<file path="src/hdl/stt_pkg.sv">
package stt_pkg;

  localparam int unsigned OffsetBits  = 24;
  localparam int unsigned LineBits    = 24;
  localparam int unsigned ColBits     = 16;
  localparam int unsigned KindBits    = 6;
  localparam int unsigned PrefixChars = 8;
  localparam int unsigned NumKeywords = 17;
  localparam int unsigned QueueDepth  = 4;
  localparam int unsigned QPtrBits    = $clog2(QueueDepth);
  localparam int unsigned QCntBits    = $clog2(QueueDepth + 1);

  localparam logic [OffsetBits-1:0] OffMax  = '1;
  localparam logic [LineBits-1:0]   LineMax = '1;
  localparam logic [ColBits-1:0]    ColMax  = '1;

  // configuration register indexes
  localparam logic [1:0] CFG_FIRST_LINE   = 2'd0;
  localparam logic [1:0] CFG_FIRST_COLUMN = 2'd1;

  // token kinds
  localparam logic [KindBits-1:0] KIND_ERROR = 6'd0,  KIND_EOF    = 6'd1;
  localparam logic [KindBits-1:0] KIND_PLUS  = 6'd2,  KIND_MINUS  = 6'd3;
  localparam logic [KindBits-1:0] KIND_STAR  = 6'd4,  KIND_SLASH  = 6'd5;
  localparam logic [KindBits-1:0] KIND_LPAR  = 6'd6,  KIND_RPAR   = 6'd7;
  localparam logic [KindBits-1:0] KIND_LBRK  = 6'd8,  KIND_RBRK   = 6'd9;
  localparam logic [KindBits-1:0] KIND_LBRC  = 6'd10, KIND_RBRC   = 6'd11;
  localparam logic [KindBits-1:0] KIND_AMP   = 6'd12, KIND_PIPE   = 6'd13;
  localparam logic [KindBits-1:0] KIND_CARET = 6'd14, KIND_BANG   = 6'd15;
  localparam logic [KindBits-1:0] KIND_EQ    = 6'd16, KIND_GT     = 6'd17;
  localparam logic [KindBits-1:0] KIND_LT    = 6'd18, KIND_AT     = 6'd19;
  localparam logic [KindBits-1:0] KIND_DOLLAR = 6'd20, KIND_COLON = 6'd21;
  localparam logic [KindBits-1:0] KIND_SEMI  = 6'd22, KIND_COMMA  = 6'd23;
  localparam logic [KindBits-1:0] KIND_ANDAND = 6'd24, KIND_OROR  = 6'd25;
  localparam logic [KindBits-1:0] KIND_EQEQ  = 6'd26, KIND_NE     = 6'd27;
  localparam logic [KindBits-1:0] KIND_GE    = 6'd28, KIND_LE     = 6'd29;
  localparam logic [KindBits-1:0] KIND_SCOPE = 6'd30, KIND_NUMBER = 6'd31;
  localparam logic [KindBits-1:0] KIND_SQSTR = 6'd32, KIND_DQSTR  = 6'd33;
  localparam logic [KindBits-1:0] KIND_IDENT = 6'd34, KIND_KWBASE = 6'd35;

  typedef enum logic [3:0] {
    MODE_IDLE, MODE_HOLD, MODE_SLASH, MODE_LINEC, MODE_BLOCK,
    MODE_BSTAR, MODE_NUM, MODE_WORD, MODE_STR
  } mode_e;

  typedef struct packed {
    logic [KindBits-1:0]   kind;
    logic [OffsetBits-1:0] offset;
    logic [OffsetBits-1:0] length;
    logic [LineBits-1:0]   line;
    logic [ColBits-1:0]    column;
    logic                  last;
  } token_t;

  typedef struct packed {
    logic [1:0] count;
    token_t     tok0;
    token_t     tok1;
  } push_t;

  // keywords packed lowest character first
  localparam logic [63:0] KwWord [NumKeywords] = '{
    64'h0000_0073_6169_6c61, 64'h0067_616c_6674_6962, 64'h0000_0000_6574_7962,
    64'h0000_0074_736e_6f63, 64'h0000_0000_6573_6c65, 64'h0000_0000_6d75_6e65,
    64'h0000_6e72_6574_7865, 64'h0000_0000_0000_6e66, 64'h0000_0000_0000_6669,
    64'h0000_6369_6c62_7570, 64'h0000_7463_7572_7473, 64'h0000_006e_6f69_6e75,
    64'h0000_0000_0072_6176, 64'h0000_0000_6469_6f76, 64'h656c_6974_616c_6f76,
    64'h0000_0065_6c69_6877, 64'h0000_0000_6472_6f77
  };
  localparam logic [3:0] KwLen [NumKeywords] = '{
    4'd5, 4'd7, 4'd4, 4'd5, 4'd4, 4'd4, 4'd6, 4'd2, 4'd2,
    4'd6, 4'd6, 4'd5, 4'd3, 4'd4, 4'd8, 4'd5, 4'd4
  };

  function automatic logic [KindBits-1:0] word_kind(logic [63:0] pre,
                                                     logic [OffsetBits-1:0] len);
    logic [KindBits-1:0] k;
    k = KIND_IDENT;
    if (len <= OffsetBits'(PrefixChars)) begin
      for (int i = 0; i < NumKeywords; i++) begin
        if (pre == KwWord[i] && len == OffsetBits'(KwLen[i])) begin
          k = KIND_KWBASE + KindBits'(i);
        end
      end
    end
    return k;
  endfunction

  function automatic logic [KindBits-1:0] single_kind(logic [7:0] c);
    logic [KindBits-1:0] k;
    case (c)
      "+": k = KIND_PLUS;
      "-": k = KIND_MINUS;
      "*": k = KIND_STAR;
      "(": k = KIND_LPAR;
      ")": k = KIND_RPAR;
      "[": k = KIND_LBRK;
      "]": k = KIND_RBRK;
      "{": k = KIND_LBRC;
      "}": k = KIND_RBRC;
      "^": k = KIND_CARET;
      "@": k = KIND_AT;
      "$": k = KIND_DOLLAR;
      ";": k = KIND_SEMI;
      ",": k = KIND_COMMA;
      default: k = KIND_ERROR;
    endcase
    return k;
  endfunction

  function automatic logic [KindBits-1:0] held_single(logic [7:0] h);
    logic [KindBits-1:0] k;
    case (h)
      "&": k = KIND_AMP;
      "|": k = KIND_PIPE;
      "!": k = KIND_BANG;
      "=": k = KIND_EQ;
      ">": k = KIND_GT;
      "<": k = KIND_LT;
      default: k = KIND_COLON;
    endcase
    return k;
  endfunction

  function automatic logic [KindBits-1:0] held_double(logic [7:0] h);
    logic [KindBits-1:0] k;
    case (h)
      "&": k = KIND_ANDAND;
      "|": k = KIND_OROR;
      "!": k = KIND_NE;
      "=": k = KIND_EQEQ;
      ">": k = KIND_GE;
      "<": k = KIND_LE;
      default: k = KIND_SCOPE;
    endcase
    return k;
  endfunction

  function automatic logic is_numeral(logic [7:0] c);
    return c >= "0" && c <= "9";
  endfunction

  function automatic logic is_letter(logic [7:0] c);
    return (c >= "a" && c <= "z") || (c >= "A" && c <= "Z");
  endfunction

  function automatic logic [ColBits-1:0] col_back(logic [OffsetBits-1:0] len,
                                                  logic [ColBits-1:0] col);
    logic [ColBits-1:0] r;
    if (len >= OffsetBits'(col)) r = '0;
    else r = col - len[ColBits-1:0];
    return r;
  endfunction

  function automatic token_t mk_tok(logic [KindBits-1:0] kind, logic [OffsetBits-1:0] off,
                                    logic [OffsetBits-1:0] len, logic [LineBits-1:0] line,
                                    logic [ColBits-1:0] col);
    token_t t;
    t.kind   = kind;
    t.offset = off;
    t.length = len;
    t.line   = line;
    t.column = col;
    t.last   = 1'b0;
    return t;
  endfunction

endpackage

</file>
<file path="src/hdl/stt_scan.sv">
module stt_scan (
  input  logic                           clk_i,
  input  logic                           rst_ni,
  input  logic                           in_valid_i,
  output logic                           in_stall_o,
  input  logic [7:0]                     char_code_i,
  input  logic                           cfg_valid_i,
  output logic                           cfg_ready_o,
  input  logic [1:0]                     cfg_index_i,
  input  logic [stt_pkg::LineBits-1:0]   cfg_data_i,
  input  logic                           room_i,
  output stt_pkg::push_t                 push_o
);

  stt_pkg::mode_e                  mode_q, mode_d;
  logic [7:0]                      held_q, held_d;
  logic [stt_pkg::OffsetBits-1:0]  off_q, off_d, beg_q, beg_d;
  logic [stt_pkg::LineBits-1:0]    line_q, line_d, fline_q, fline_d;
  logic [stt_pkg::ColBits-1:0]     col_q, col_d, fcol_q, fcol_d;
  logic [63:0]                     pre_q, pre_d;
  logic                            quote_q, quote_d;
  logic                            in_acc, cfg_we, fresh;
  stt_pkg::token_t                 tk0, tk1;
  logic [1:0]                      ntok;

  assign in_stall_o  = !room_i;
  assign cfg_ready_o = 1'b1;
  assign in_acc      = in_valid_i && room_i;
  assign cfg_we      = cfg_valid_i;
  assign fresh       = (mode_q == stt_pkg::MODE_IDLE) && (off_q == '0);

  always_comb begin
    stt_pkg::mode_e                  m;
    logic [7:0]                      c, h, second;
    logic [stt_pkg::OffsetBits-1:0]  off, beg, len;
    logic [stt_pkg::LineBits-1:0]    ln;
    logic [stt_pkg::ColBits-1:0]     cl;
    logic [63:0]                     pre;
    logic                            q, do_start, adv;
    logic [1:0]                      n;
    stt_pkg::token_t                 tk [2];

    m = mode_q; h = held_q; off = off_q; beg = beg_q; ln = line_q; cl = col_q;
    pre = pre_q; q = quote_q; c = char_code_i;
    n = '0; tk[0] = '0; tk[1] = '0; do_start = 1'b0; adv = 1'b0;
    second = "=";
    len = off_q - beg_q;

    case (mode_q)
      stt_pkg::MODE_HOLD: begin
        second = (h == "&" || h == "|" || h == ":") ? h : 8'("=");
        if (c != 8'h00 && c == second) begin
          off = (off != stt_pkg::OffMax) ? off + 1'b1 : off;
          cl  = (cl != stt_pkg::ColMax) ? cl + 1'b1 : cl;
          tk[n[0]] = stt_pkg::mk_tok(stt_pkg::held_double(h), beg, 24'd2, ln,
                                     stt_pkg::col_back(24'd2, cl));
          n = n + 1'b1;
          m = stt_pkg::MODE_IDLE;
        end else begin
          tk[n[0]] = stt_pkg::mk_tok(stt_pkg::held_single(h), beg, 24'd1, ln,
                                     stt_pkg::col_back(24'd1, cl));
          n = n + 1'b1;
          do_start = 1'b1;
        end
      end
      stt_pkg::MODE_SLASH: begin
        if (c == "/") begin
          adv = 1'b1; m = stt_pkg::MODE_LINEC;
        end else if (c == "*") begin
          adv = 1'b1; m = stt_pkg::MODE_BLOCK;
        end else begin
          tk[n[0]] = stt_pkg::mk_tok(stt_pkg::KIND_SLASH, beg, 24'd1, ln,
                                     stt_pkg::col_back(24'd1, cl));
          n = n + 1'b1;
          do_start = 1'b1;
        end
      end
      stt_pkg::MODE_LINEC: begin
        if (c == 8'h00 || c == 8'h0a) do_start = 1'b1;
        else adv = 1'b1;
      end
      stt_pkg::MODE_BLOCK, stt_pkg::MODE_BSTAR: begin
        if (c == 8'h00) begin
          do_start = 1'b1;
        end else if (c == "/" && mode_q == stt_pkg::MODE_BSTAR) begin
          adv = 1'b1; m = stt_pkg::MODE_IDLE;
        end else begin
          if (c == 8'h0a) begin
            ln = (ln != stt_pkg::LineMax) ? ln + 1'b1 : ln;
            cl = '0;
          end
          adv = 1'b1;
          m = (c == "*") ? stt_pkg::MODE_BSTAR : stt_pkg::MODE_BLOCK;
        end
      end
      stt_pkg::MODE_NUM: begin
        if (stt_pkg::is_numeral(c)) begin
          adv = 1'b1;
        end else begin
          tk[n[0]] = stt_pkg::mk_tok(stt_pkg::KIND_NUMBER, beg, len, ln,
                                     stt_pkg::col_back(len, cl));
          n = n + 1'b1;
          do_start = 1'b1;
        end
      end
      stt_pkg::MODE_WORD: begin
        if (stt_pkg::is_letter(c) || stt_pkg::is_numeral(c) || c == "_") begin
          if (len < stt_pkg::OffsetBits'(stt_pkg::PrefixChars)) pre[len[2:0]*8 +: 8] = c;
          adv = 1'b1;
        end else begin
          tk[n[0]] = stt_pkg::mk_tok(stt_pkg::word_kind(pre, len), beg, len, ln,
                                     stt_pkg::col_back(len, cl));
          n = n + 1'b1;
          pre = '0;
          do_start = 1'b1;
        end
      end
      stt_pkg::MODE_STR: begin
        if (c == 8'h00) begin
          tk[n[0]] = stt_pkg::mk_tok(stt_pkg::KIND_ERROR, beg, len, ln, cl);
          n = n + 1'b1;
          do_start = 1'b1;
        end else if ((q && c == "\"") || (!q && c == "'")) begin
          tk[n[0]] = stt_pkg::mk_tok(q ? stt_pkg::KIND_DQSTR : stt_pkg::KIND_SQSTR,
                                     beg, len, ln, stt_pkg::col_back(len, cl));
          n = n + 1'b1;
          adv = 1'b1;
          m = stt_pkg::MODE_IDLE;
        end else begin
          if (c == 8'h0a) begin
            ln = (ln != stt_pkg::LineMax) ? ln + 1'b1 : ln;
            cl = 16'd1;
          end
          adv = 1'b1;
        end
      end
      default: do_start = 1'b1;
    endcase

    if (adv) begin
      off = (off != stt_pkg::OffMax) ? off + 1'b1 : off;
      cl  = (cl != stt_pkg::ColMax) ? cl + 1'b1 : cl;
    end

    // byte seen between tokens
    if (do_start) begin
      m = stt_pkg::MODE_IDLE;
      adv = 1'b0;
      if (c == 8'h00) begin
        tk[n[0]] = stt_pkg::mk_tok(stt_pkg::KIND_EOF, off, '0, ln, cl);
        n = n + 1'b1;
        h = '0; off = '0; beg = '0; ln = fline_q; cl = fcol_q; pre = '0; q = 1'b0;
      end else if (c == " " || c == 8'h09) begin
        adv = 1'b1;
      end else if (c == 8'h0a) begin
        ln = (ln != stt_pkg::LineMax) ? ln + 1'b1 : ln;
        cl = '0;
        adv = 1'b1;
      end else begin
        beg = off;
        if (c == "/") begin
          adv = 1'b1; m = stt_pkg::MODE_SLASH;
        end else if (c == "&" || c == "|" || c == "!" || c == "=" || c == ">" ||
                     c == "<" || c == ":") begin
          h = c; adv = 1'b1; m = stt_pkg::MODE_HOLD;
        end else if (stt_pkg::single_kind(c) != stt_pkg::KIND_ERROR) begin
          tk[n[0]] = stt_pkg::mk_tok(stt_pkg::single_kind(c), beg, 24'd1, ln, cl);
          n = n + 1'b1;
          adv = 1'b1;
        end else if (c == "\"" || c == "'") begin
          off = (off != stt_pkg::OffMax) ? off + 1'b1 : off;
          cl  = (cl != stt_pkg::ColMax) ? cl + 1'b1 : cl;
          beg = off;
          q = (c == "\"");
          m = stt_pkg::MODE_STR;
        end else if (stt_pkg::is_numeral(c)) begin
          adv = 1'b1; m = stt_pkg::MODE_NUM;
        end else if (stt_pkg::is_letter(c)) begin
          pre = {56'h0, c}; adv = 1'b1; m = stt_pkg::MODE_WORD;
        end else begin
          off = (off != stt_pkg::OffMax) ? off + 1'b1 : off;
          cl  = (cl != stt_pkg::ColMax) ? cl + 1'b1 : cl;
          tk[n[0]] = stt_pkg::mk_tok(stt_pkg::KIND_ERROR, beg, off - beg, ln, cl);
          n = n + 1'b1;
        end
      end
      if (adv) begin
        off = (off != stt_pkg::OffMax) ? off + 1'b1 : off;
        cl  = (cl != stt_pkg::ColMax) ? cl + 1'b1 : cl;
      end
    end

    if (n == 2'd1) tk[0].last = 1'b1;
    if (n == 2'd2) tk[1].last = 1'b1;

    mode_d = mode_q; held_d = held_q; off_d = off_q; beg_d = beg_q; line_d = line_q;
    col_d = col_q; pre_d = pre_q; quote_d = quote_q;
    fline_d = fline_q; fcol_d = fcol_q;
    if (in_acc) begin
      mode_d = m; held_d = h; off_d = off; beg_d = beg; line_d = ln;
      col_d = cl; pre_d = pre; quote_d = q;
    end
    if (cfg_we) begin
      case (cfg_index_i)
        stt_pkg::CFG_FIRST_LINE: begin
          fline_d = cfg_data_i;
          if (fresh) line_d = cfg_data_i;
        end
        stt_pkg::CFG_FIRST_COLUMN: begin
          fcol_d = cfg_data_i[stt_pkg::ColBits-1:0];
          if (fresh) col_d = cfg_data_i[stt_pkg::ColBits-1:0];
        end
        default: ;
      endcase
    end
    ntok = in_acc ? n : 2'd0;
    tk0 = tk[0];
    tk1 = tk[1];
  end

  assign push_o.count = ntok;
  assign push_o.tok0  = tk0;
  assign push_o.tok1  = tk1;

  always_ff @(posedge clk_i or negedge rst_ni) begin
    if (!rst_ni) begin
      mode_q  <= stt_pkg::MODE_IDLE;
      held_q  <= '0;
      off_q   <= '0;
      beg_q   <= '0;
      line_q  <= 24'd1;
      col_q   <= 16'd1;
      fline_q <= 24'd1;
      fcol_q  <= 16'd1;
      pre_q   <= '0;
      quote_q <= 1'b0;
    end else begin
      mode_q  <= mode_d;
      held_q  <= held_d;
      off_q   <= off_d;
      beg_q   <= beg_d;
      line_q  <= line_d;
      col_q   <= col_d;
      fline_q <= fline_d;
      fcol_q  <= fcol_d;
      pre_q   <= pre_d;
      quote_q <= quote_d;
    end
  end

endmodule

</file>
<file path="src/hdl/stt_queue.sv">
module stt_queue (
  input  logic            clk_i,
  input  logic            rst_ni,
  input  stt_pkg::push_t  push_i,
  output logic            room_o,
  output logic            out_valid_o,
  input  logic            out_stall_i,
  output stt_pkg::token_t head_o
);

  stt_pkg::token_t                mem_q [stt_pkg::QueueDepth];
  logic [stt_pkg::QPtrBits-1:0]   rd_q, rd_d, wr_q, wr_d;
  logic [stt_pkg::QCntBits-1:0]   cnt_q, cnt_d;
  logic                           pop;

  // room for the two words a byte may give
  assign room_o      = cnt_q <= stt_pkg::QCntBits'(stt_pkg::QueueDepth - 2);
  assign out_valid_o = cnt_q != '0;
  assign head_o      = mem_q[rd_q];
  assign pop         = out_valid_o && !out_stall_i;

  always_comb begin
    rd_d  = pop ? rd_q + 1'b1 : rd_q;
    wr_d  = wr_q + stt_pkg::QPtrBits'(push_i.count);
    cnt_d = cnt_q + stt_pkg::QCntBits'(push_i.count) - stt_pkg::QCntBits'(pop);
  end

  always_ff @(posedge clk_i) begin
    if (push_i.count != 2'd0) mem_q[wr_q] <= push_i.tok0;
    if (push_i.count == 2'd2) mem_q[wr_q + 1'b1] <= push_i.tok1;
  end

  always_ff @(posedge clk_i or negedge rst_ni) begin
    if (!rst_ni) begin
      rd_q  <= '0;
      wr_q  <= '0;
      cnt_q <= '0;
    end else begin
      rd_q  <= rd_d;
      wr_q  <= wr_d;
      cnt_q <= cnt_d;
    end
  end

  a_cnt_bound: assert property (@(posedge clk_i) disable iff (!rst_ni)
    cnt_q <= stt_pkg::QCntBits'(stt_pkg::QueueDepth)) else $error("queue overfilled");

  a_push_room: assert property (@(posedge clk_i) disable iff (!rst_ni)
    (push_i.count != 2'd0) |-> room_o) else $error("push without room");

  a_pop_drains: assert property (@(posedge clk_i) disable iff (!rst_ni)
    (pop && push_i.count == 2'd0) |=> cnt_q == $past(cnt_q) - 1'b1)
    else $error("pop lost");

  a_no_pair_marks: assert property (@(posedge clk_i) disable iff (!rst_ni)
    (push_i.count == 2'd2) |-> (!push_i.tok0.last && push_i.tok1.last))
    else $error("run end mark misplaced");

endmodule

</file>
<file path="src/hdl/source_text_tokenizer_unit.sv">
// source text tokenizer
// input channel: one source byte per word on char_code_i (in_valid_i/in_stall_o);
//   a zero byte ends the source, flushes any open token, gives an eof token
//   and rearms the offset, line and column counters
// output channel: one token per word (out_valid_o/out_stall_i) with kind,
//   offset, length, line, column and last_of_run marking the final token of
//   the byte that caused it
// configuration: cfg_index_i 0 sets the first line, 1 the first column; a
//   write counts at the next rearm, or at once before any byte is taken
// the scanner takes one byte a cycle while the queue has room and classifies it
//   in that same cycle; tokens go to a four-word queue whose head drives the
//   outputs, so a token is written into the queue before it is offered
// throughput: one byte per cycle while the queue has room for two words; a
//   byte that both closes a token and makes one gives two words, which the
//   single output port drains one word at a time
// when the receiver stalls the head word holds and the queue fills; once it
//   lacks room for two words in_stall_o rises; the scanner keeps its state meanwhile
// reset: offset cleared, line, column, first line and first column back to one, queue empty
module source_text_tokenizer_unit (
  input  logic                         clk_i,
  input  logic                         rst_ni,
  input  logic                         in_valid_i,
  output logic                         in_stall_o,
  input  logic [7:0]                   char_code_i,
  output logic                         out_valid_o,
  input  logic                         out_stall_i,
  output logic [stt_pkg::KindBits-1:0]   token_kind_o,
  output logic [stt_pkg::OffsetBits-1:0] token_offset_o,
  output logic [stt_pkg::OffsetBits-1:0] token_length_o,
  output logic [stt_pkg::LineBits-1:0]   token_line_o,
  output logic [stt_pkg::ColBits-1:0]    token_column_o,
  output logic                         last_of_run_o,
  input  logic                         cfg_valid_i,
  output logic                         cfg_ready_o,
  input  logic [1:0]                   cfg_index_i,
  input  logic [stt_pkg::LineBits-1:0]   cfg_data_i
);

  stt_pkg::push_t  push;
  stt_pkg::token_t head;
  logic            room;

  // front: byte classification and token building
  stt_scan u_scan (
    .clk_i       (clk_i),
    .rst_ni      (rst_ni),
    .in_valid_i  (in_valid_i),
    .in_stall_o  (in_stall_o),
    .char_code_i (char_code_i),
    .cfg_valid_i (cfg_valid_i),
    .cfg_ready_o (cfg_ready_o),
    .cfg_index_i (cfg_index_i),
    .cfg_data_i  (cfg_data_i),
    .room_i      (room),
    .push_o      (push)
  );

  // back: token queue, head word is the output register
  stt_queue u_queue (
    .clk_i       (clk_i),
    .rst_ni      (rst_ni),
    .push_i      (push),
    .room_o      (room),
    .out_valid_o (out_valid_o),
    .out_stall_i (out_stall_i),
    .head_o      (head)
  );

  assign token_kind_o   = head.kind;
  assign token_offset_o = head.offset;
  assign token_length_o = head.length;
  assign token_line_o   = head.line;
  assign token_column_o = head.column;
  assign last_of_run_o  = head.last;

endmodule
</file>
<file path="config.mk">
export PLATFORM = sky130hd
export DESIGN_NAME = source_text_tokenizer_unit
export DESIGN_NICKNAME = d
export VERILOG_FILES = /design/src/hdl/stt_pkg.sv /design/src/hdl/stt_scan.sv /design/src/hdl/stt_queue.sv /design/src/hdl/source_text_tokenizer_unit.sv
export SDC_FILE = /design/constraint.sdc
export NUM_CORES = 2
export LEC_CHECK = 0
export BUFFER_PORTS_ARGS = -buffer_cell sky130_fd_sc_hd__buf_2
export CORE_MARGIN = 2
export CORE_UTILIZATION = 64
export CTS_CLUSTER_DIAMETER = 100
export CTS_CLUSTER_SIZE = 24
export DETAILED_ROUTE_END_ITERATION = 10
export HOLD_SLACK_MARGIN = 0.05
export PLACE_DENSITY = 0.82
export SKIP_CTS_REPAIR_TIMING = 1
export SYNTH_ARGS = -nofsm -noshare
export SYNTH_HDL_FRONTEND = slang
export SYNTH_SLANG_ARGS = --single-unit
</file>
<file path="constraint.sdc">
create_clock -name clk_i -period 16 [get_ports clk_i]
set_clock_uncertainty 0.15 [all_clocks]
set_input_delay 1.6 -clock clk_i [delete_from_list [all_inputs] [get_ports clk_i]]
set_output_delay 1.6 -clock clk_i [all_outputs]
set_load 0.03 [all_outputs]
</file>
======== Yosys cells after proc, flatten, opt, wreduce, memory -nomap -nowiden ========
Memory sizes are Yosys's and may differ from the RTL's.
Index checks and enable logic that the tools add are counted.
operators by class
  add/sub/neg operators ................... 22
  order comparisons ....................... 14
  eq/ne operators ......................... 92
  shifts and indexed selects .............. 2
  muxes and demuxes ....................... 227
  bitwise logic cells ..................... 1
  reductions and logical operators ........ 65
operator list
  cell                                                                count
  190-bit two-way mux                                                 10
  24-bit two-way mux                                                  41
  64-bit two-way mux                                                  13
  190-bit bitwise mux                                                 3
  95-bit two-way mux                                                  6
  16-bit two-way mux                                                  31
  95-bit case mux with 5 select lines                                 1
  64-bit by 31-bit == test with 1-bit output (second input constant)  5
  64-bit by 39-bit == test with 1-bit output (second input constant)  4
  64-bit by 47-bit == test with 1-bit output (second input constant)  3
  8-bit by 6-bit == test with 1-bit output (second input constant)    24
  24-bit by 1-bit adder with 24-bit output (second input constant)    6
  24-bit inequality test (second input constant)                      6
  64-bit by 15-bit == test with 1-bit output (second input constant)  2
  24-bit by 3-bit == test with 1-bit output (second input constant)   4
  4-bit two-way mux                                                   24
  95-bit demux with 1-bit select                                      1
  94-bit two-way mux                                                  1
  92-bit two-way mux                                                  1
  6-bit two-way mux                                                   14
  8-bit by 7-bit == test with 1-bit output (second input constant)    9
  5-bit case mux with 14 select lines                                 1
  16-bit by 1-bit adder with 16-bit output (second input constant)    4
  64-bit bitwise mux                                                  1
  74 further kinds                                                    208
storage, ports and cells
  flip-flop bits (word level) ............. 212
  RAM bits ................................ 380
  input port bits ......................... 39
  logic and storage cells ................. 437
  memories kept ........................... 1
memory list
  name           words  width  read ports  clocked after memory_dff  write ports  RTL line         RTL
  u_queue.mem_q  4      95     1           0                         2            stt_queue.sv:11  stt_pkg::token_t mem_q [stt_pkg::QueueDepth];

======== Logic depth before layout (Yosys ltp) ========
  depth in word-level cells ............... 35
  mapped depth ............................ 44

======== Modules after synthesis ========
From an unflattened synthesis, not the netlist that was laid out.
second synthesis, totals
  cell total of the unflattened synthesis .. 4595
  area total of the unflattened synthesis .. 44757.9 sq um
by module, submodules not included
  module     instances  cells an instance  area each (sq um)  sequential area each (sq um)
  stt_scan   1          3633               25714.7            5134.9
  stt_queue  1          962                19043.3            11586.1

======== Least setup slack after synthesis ========
OpenSTA, ideal clock, no wires.
  path kind ............................... input -> register
  start point ............................. input port char_code_i[1]
  end point ............................... memory u_queue.mem_q[3][0] (netlist name) (enable)
  setup time .............................. 0.685 ns
  data arrival time ....................... 11.967 ns
  data required time ...................... 15.165 ns
  setup slack ............................. 3.198 ns
  stages on the path ...................... 17
  buffers on the path ..................... 4
  cell sequence ........................... clkbuf_1 -> or4_1 -> o221ai_2 -> nand3_1 -> o21a_1 -> nand3_1 -> nor3_1 -> inv_1 -> clkbuf_1 -> clkbuf_1 -> clkbuf_1 -> ha_1 -> nor4_1 -> a21oi_1 -> o221ai_1 -> nor2_1 -> nor3b_1
RTL lines
  item                RTL line                          RTL
  start: declaration  source_text_tokenizer_unit.sv:24  input logic [7:0] char_code_i,
  end: declaration    stt_queue.sv:11

==> impl_results.md <==
- Area inside the core boundary: about 0.069 mm2
- First-pass GRT wire length: between 200000 and 300000 um
- # rows: 96
- Clock sink count: 592
- Average footprint of a synthesized cell: 8.83 um2
- Min Hold Slack: 354 ps
- Startpoint-to-endpoint class of the critical path: input port to flip-flop
- R2r startpoint: u_scan.held_q[0]
- Final standard cell area without fillers: around 0.047 mm2
- Hold violation count in the final report: 0
- Power density over cell area: 228 mW/mm2
- Total nets after synthesis: between 5000 and 6000
- Final-layout fill cell count: 5482
- Number of port buffers: roughly 140
- Worst slew slack as a fraction of its limit: -5.31%
- Combinational family with the most area after synthesis: simple AND/OR/NAND/NOR gates
- Critical-path maximum fanout: 23
- Max Slew Vio Count: 7
- Post-placement setup slack: approximately 3500 ps
- Clock latency at the later pin of the worst-skew pair: 630 ps
- Post-layout utilization of the core: 68.5%
- Static Leakage: 17.4 nW
- Total cell area at the placement stage: 0.0460 mm2
- Syn Inst Count: 5043
- Largest stage delay on the critical path: 780 ps
- Failing checks: DRC, capacitance limit, slew limit
- Post-route DRC violation count: 2
- Half-perimeter wire length after detailed placement: 132000 um
- Fraction of the yosys area taken by sequential cells: 37.6%
- Worst hold-check path type: flip-flop to flip-flop
- Maximum achievable frequency: 0.0810 GHz
- Synth warn: 0
- Number of unique standard cell types used by synthesis: 129
- Maximum number of pins on one net before global-route repair: 91
- Compound-gate portion of the synthesized area: 21.0%
- Most common cell type on the critical path: o21ai_0
- Height of the chip: 268 um
- Final net count: 5121
- Req. time, crit path: approximately 16000 ps
- TritonCTS clock tree: built
- Starting density of the core: 64.8%
- Iteration-0 DRC Markers: between 8000 and 9000
- Die area: about 0.072 mm2
- Global-route usage over all layers: 49.2%
- Gpl congestion: 1.09
- Maximum vdd drop: around 0.19 mV
- Clock transition at the registers of the reported paths: 110 ps
- Post-synthesis cell area: 0.0445 mm2
- Number of buffers added by the clock tree synthesis step: 35
- Root Buffer Master: clkbuf_16
- Via/cell ratio: 7.43
- Critical path origin: char_code_i[5]
- Capturing element type of the critical path: flip-flop
- Async set-reset flop share out of synthesis: 35.8%
- Startpoint class of the critical path: input port
- Setup violations, final: 0
- Via count: between 40000 and 50000
- Worst path setup slack after routing: 3650 ps
- Synth Area in Simple Gates: 21.4%
- Status: finished with violations
- Total gr overflow: 0
- Die Span X: 268 um
- Total number of H-tree levels: 2
- Xor-xnor portion of the synthesized cell area: 3.81%
- Initial antenna violation count: 8
- Transition time at the pin with the least slew margin: approximately 1600 ps
- Final-layout setup total negative slack: 0 ps
- Data arrival time of the critical path: 12600 ps
- Library cell contributing the largest single delay on the critical path: nor3_1
- Number of iterations in the first detailed-routing pass: 11
- Launch instance of the worst min-delay path: u_scan.pre_q[55]
- Growth of design area from synthesis to finish: 5.77%
- Mux share of post-synthesis cell area: under 10%
- Shortest clock period the worst path allows after layout: 12350 ps
- RSZ-0062 raised after global routing: false
- Synthesis-stage register bit count: 592
- Average detailed-routed wire length per instance: approximately 30 um
- Post-route clock period utilization: 77.2%
- Drt total wl: 180000 um
- Flop-to-flop setup slack: 4560 ps
- Count of flip-flops with a built-in enable after synthesis: 380
- Ratio of cells with drive above 1 in the final layout: 11.8%
- Clock tree buffer depth: 3
- Vias in the first global route: around 40000
- Max-capacitance violation count: 1
- I/O pin count: approximately 140
- Post-DRT Antenna Nets: 0
- Most used flip-flop cell after synthesis: edfxtp_1
- Adder-cell share of the synthesized area: 3.02%
[registers in the layout (all words and copies together), names as in the netlist]
signal          count
u_queue.mem_q     380
u_scan.pre_q       64
u_scan.beg_q       24
u_scan.fline_q     24
u_scan.line_q      24
u_scan.off_q       24
u_scan.col_q       16
u_scan.fcol_q      16
u_scan.held_q       8
u_scan.mode_q       4
u_queue.cnt_q       3
u_queue.rd_q        2
u_queue.wr_q        2
u_scan.quote_q      1
[where the power goes]
group	switching (W)	internal, W	leakage (nW)
clock network	0.000590	0.000439	0.540
logic	0.00504	0.00217	10.6
registers	0.000316	0.00216	6.28
total	0.00595	0.00477	17.4
[cell families after synthesis]
kind of cell,after synthesis
compound gates,1468
simple gates,1927
fa+ha+maj,105
xor+xnor,187
other cells,1
mux,268
buf+inv,495
flops,592
[final cells by class]
| type | count | area (um2) | area share [%] |
|---|---|---|---|
| Antenna cell | 3 | 7.51 | 0.0159 |
| Tap cell | 931 | 1160 | 2.47 |
| Sequential cell | 592 | 16700 | 35.5 |
| Inverter | 157 | 592 | 1.26 |
| Clock buffer | 50 | 942 | 2.00 |
| Timing Repair Buffer | 235 | 1440 | 3.05 |
| Clock inverter | 13 | 174 | 0.369 |
| Multi-Input combinational cell | 3956 | 26100 | 55.3 |
[critical path, delay by kind of cell]
family                   cells  cell delay, ps
XOR/XNOR                     3             890
multiplexers                 1             430
AND/OR/NAND/NOR             13            5250
AO/OA/AOI/OAI               15            3330
adder cells (fa/ha/maj)      2             720
buffers and inverters        2             350
[final timing paths]
kind                            cells after the start                   end
worst min register to register                      1      u_scan.pre_q[55]
worst max register to register                     36  u_queue.mem_q[0][64]
worst max-delay path                               36  u_queue.mem_q[0][64]
max in group asynchronous                           3       u_queue.rd_q[1]
min in group asynchronous                           1      u_scan.pre_q[28]
worst min-delay path                                1      u_scan.pre_q[55]
[cells in the final DEF (no fill, tap or decap), types with 24 or more instances in the layout]
master and instances:
o31ai_1 31, nor2b_1 35, mux2_2 57, and2_1 70, ha_1 101, mux4_2 95, buf_4 100, a22o_1 62
xor2_1 47, a31oi_1 48, nor4_1 67, dfrtp_1 206, o21ai_0 326, nand2b_1 41, nor3_1 126, o22ai_1 87
edfxtp_1 380, a211oi_1 38, nand3_1 175, nand4_1 72, nor2_1 585, or2_2 24, a21o_1 33, a22oi_1 26
a21oi_1 503, or3_1 43, and3_1 45, inv_1 146, buf_2 134, xnor2_1 132, mux2i_1 116, o211ai_1 24
clkbuf_16 35, nand2_1 469
[synthesized netlist by cell type (all sizes together) (44+ instances only)]
library cell / number / share of area, %
a21oi: 506 / 5.7
a22o: 62 / 1.2
a31oi: 50 / 0.73
and2: 70 / 0.98
and3: 46 / 0.65
buf: 69 / 0.73
clkbuf: 269 / 2.3
dfrtp: 208 / 12
edfxtp: 380 / 26
ha: 101 / 2.8
inv: 152 / 1.3
mux2: 57 / 1.4
mux2i: 116 / 2.6
mux4: 95 / 4.8
nand2: 472 / 4.0
nand3: 179 / 2.0
nand4: 73 / 1.0
nor2: 593 / 5.0
nor3: 138 / 1.7
nor4: 79 / 1.3
o21ai: 337 / 3.8
o22ai: 87 / 1.2
or3: 44 / 0.62
xnor2: 138 / 2.8
xor2: 49 / 1.0
[metrics by stage]
step / instances / power [W]
after floorplan: 5043 / 0.00686
after global placement: 5871 / 0.00910
after detailed placement: 5871 / 0.00926
after CTS: 5934 / 0.0103
after global routing: 5936 / 0.0110
final: 5937 / 0.0107
[layer usage]
| layer | vias up | global-route usage (%) | wire [um] |
|---|---|---|---|
| met5 | - | 0 | 56 |
| met3 | 732 | 16.3 | 27600 |
| met1 | 20900 | 65.2 | 64700 |
| met2 | 3732 | 69.9 | 74000 |
| met4 | 8 | 30.1 | 13500 |
| li1 | 18800 | - | - |
(Power assumes the default switching activity.)
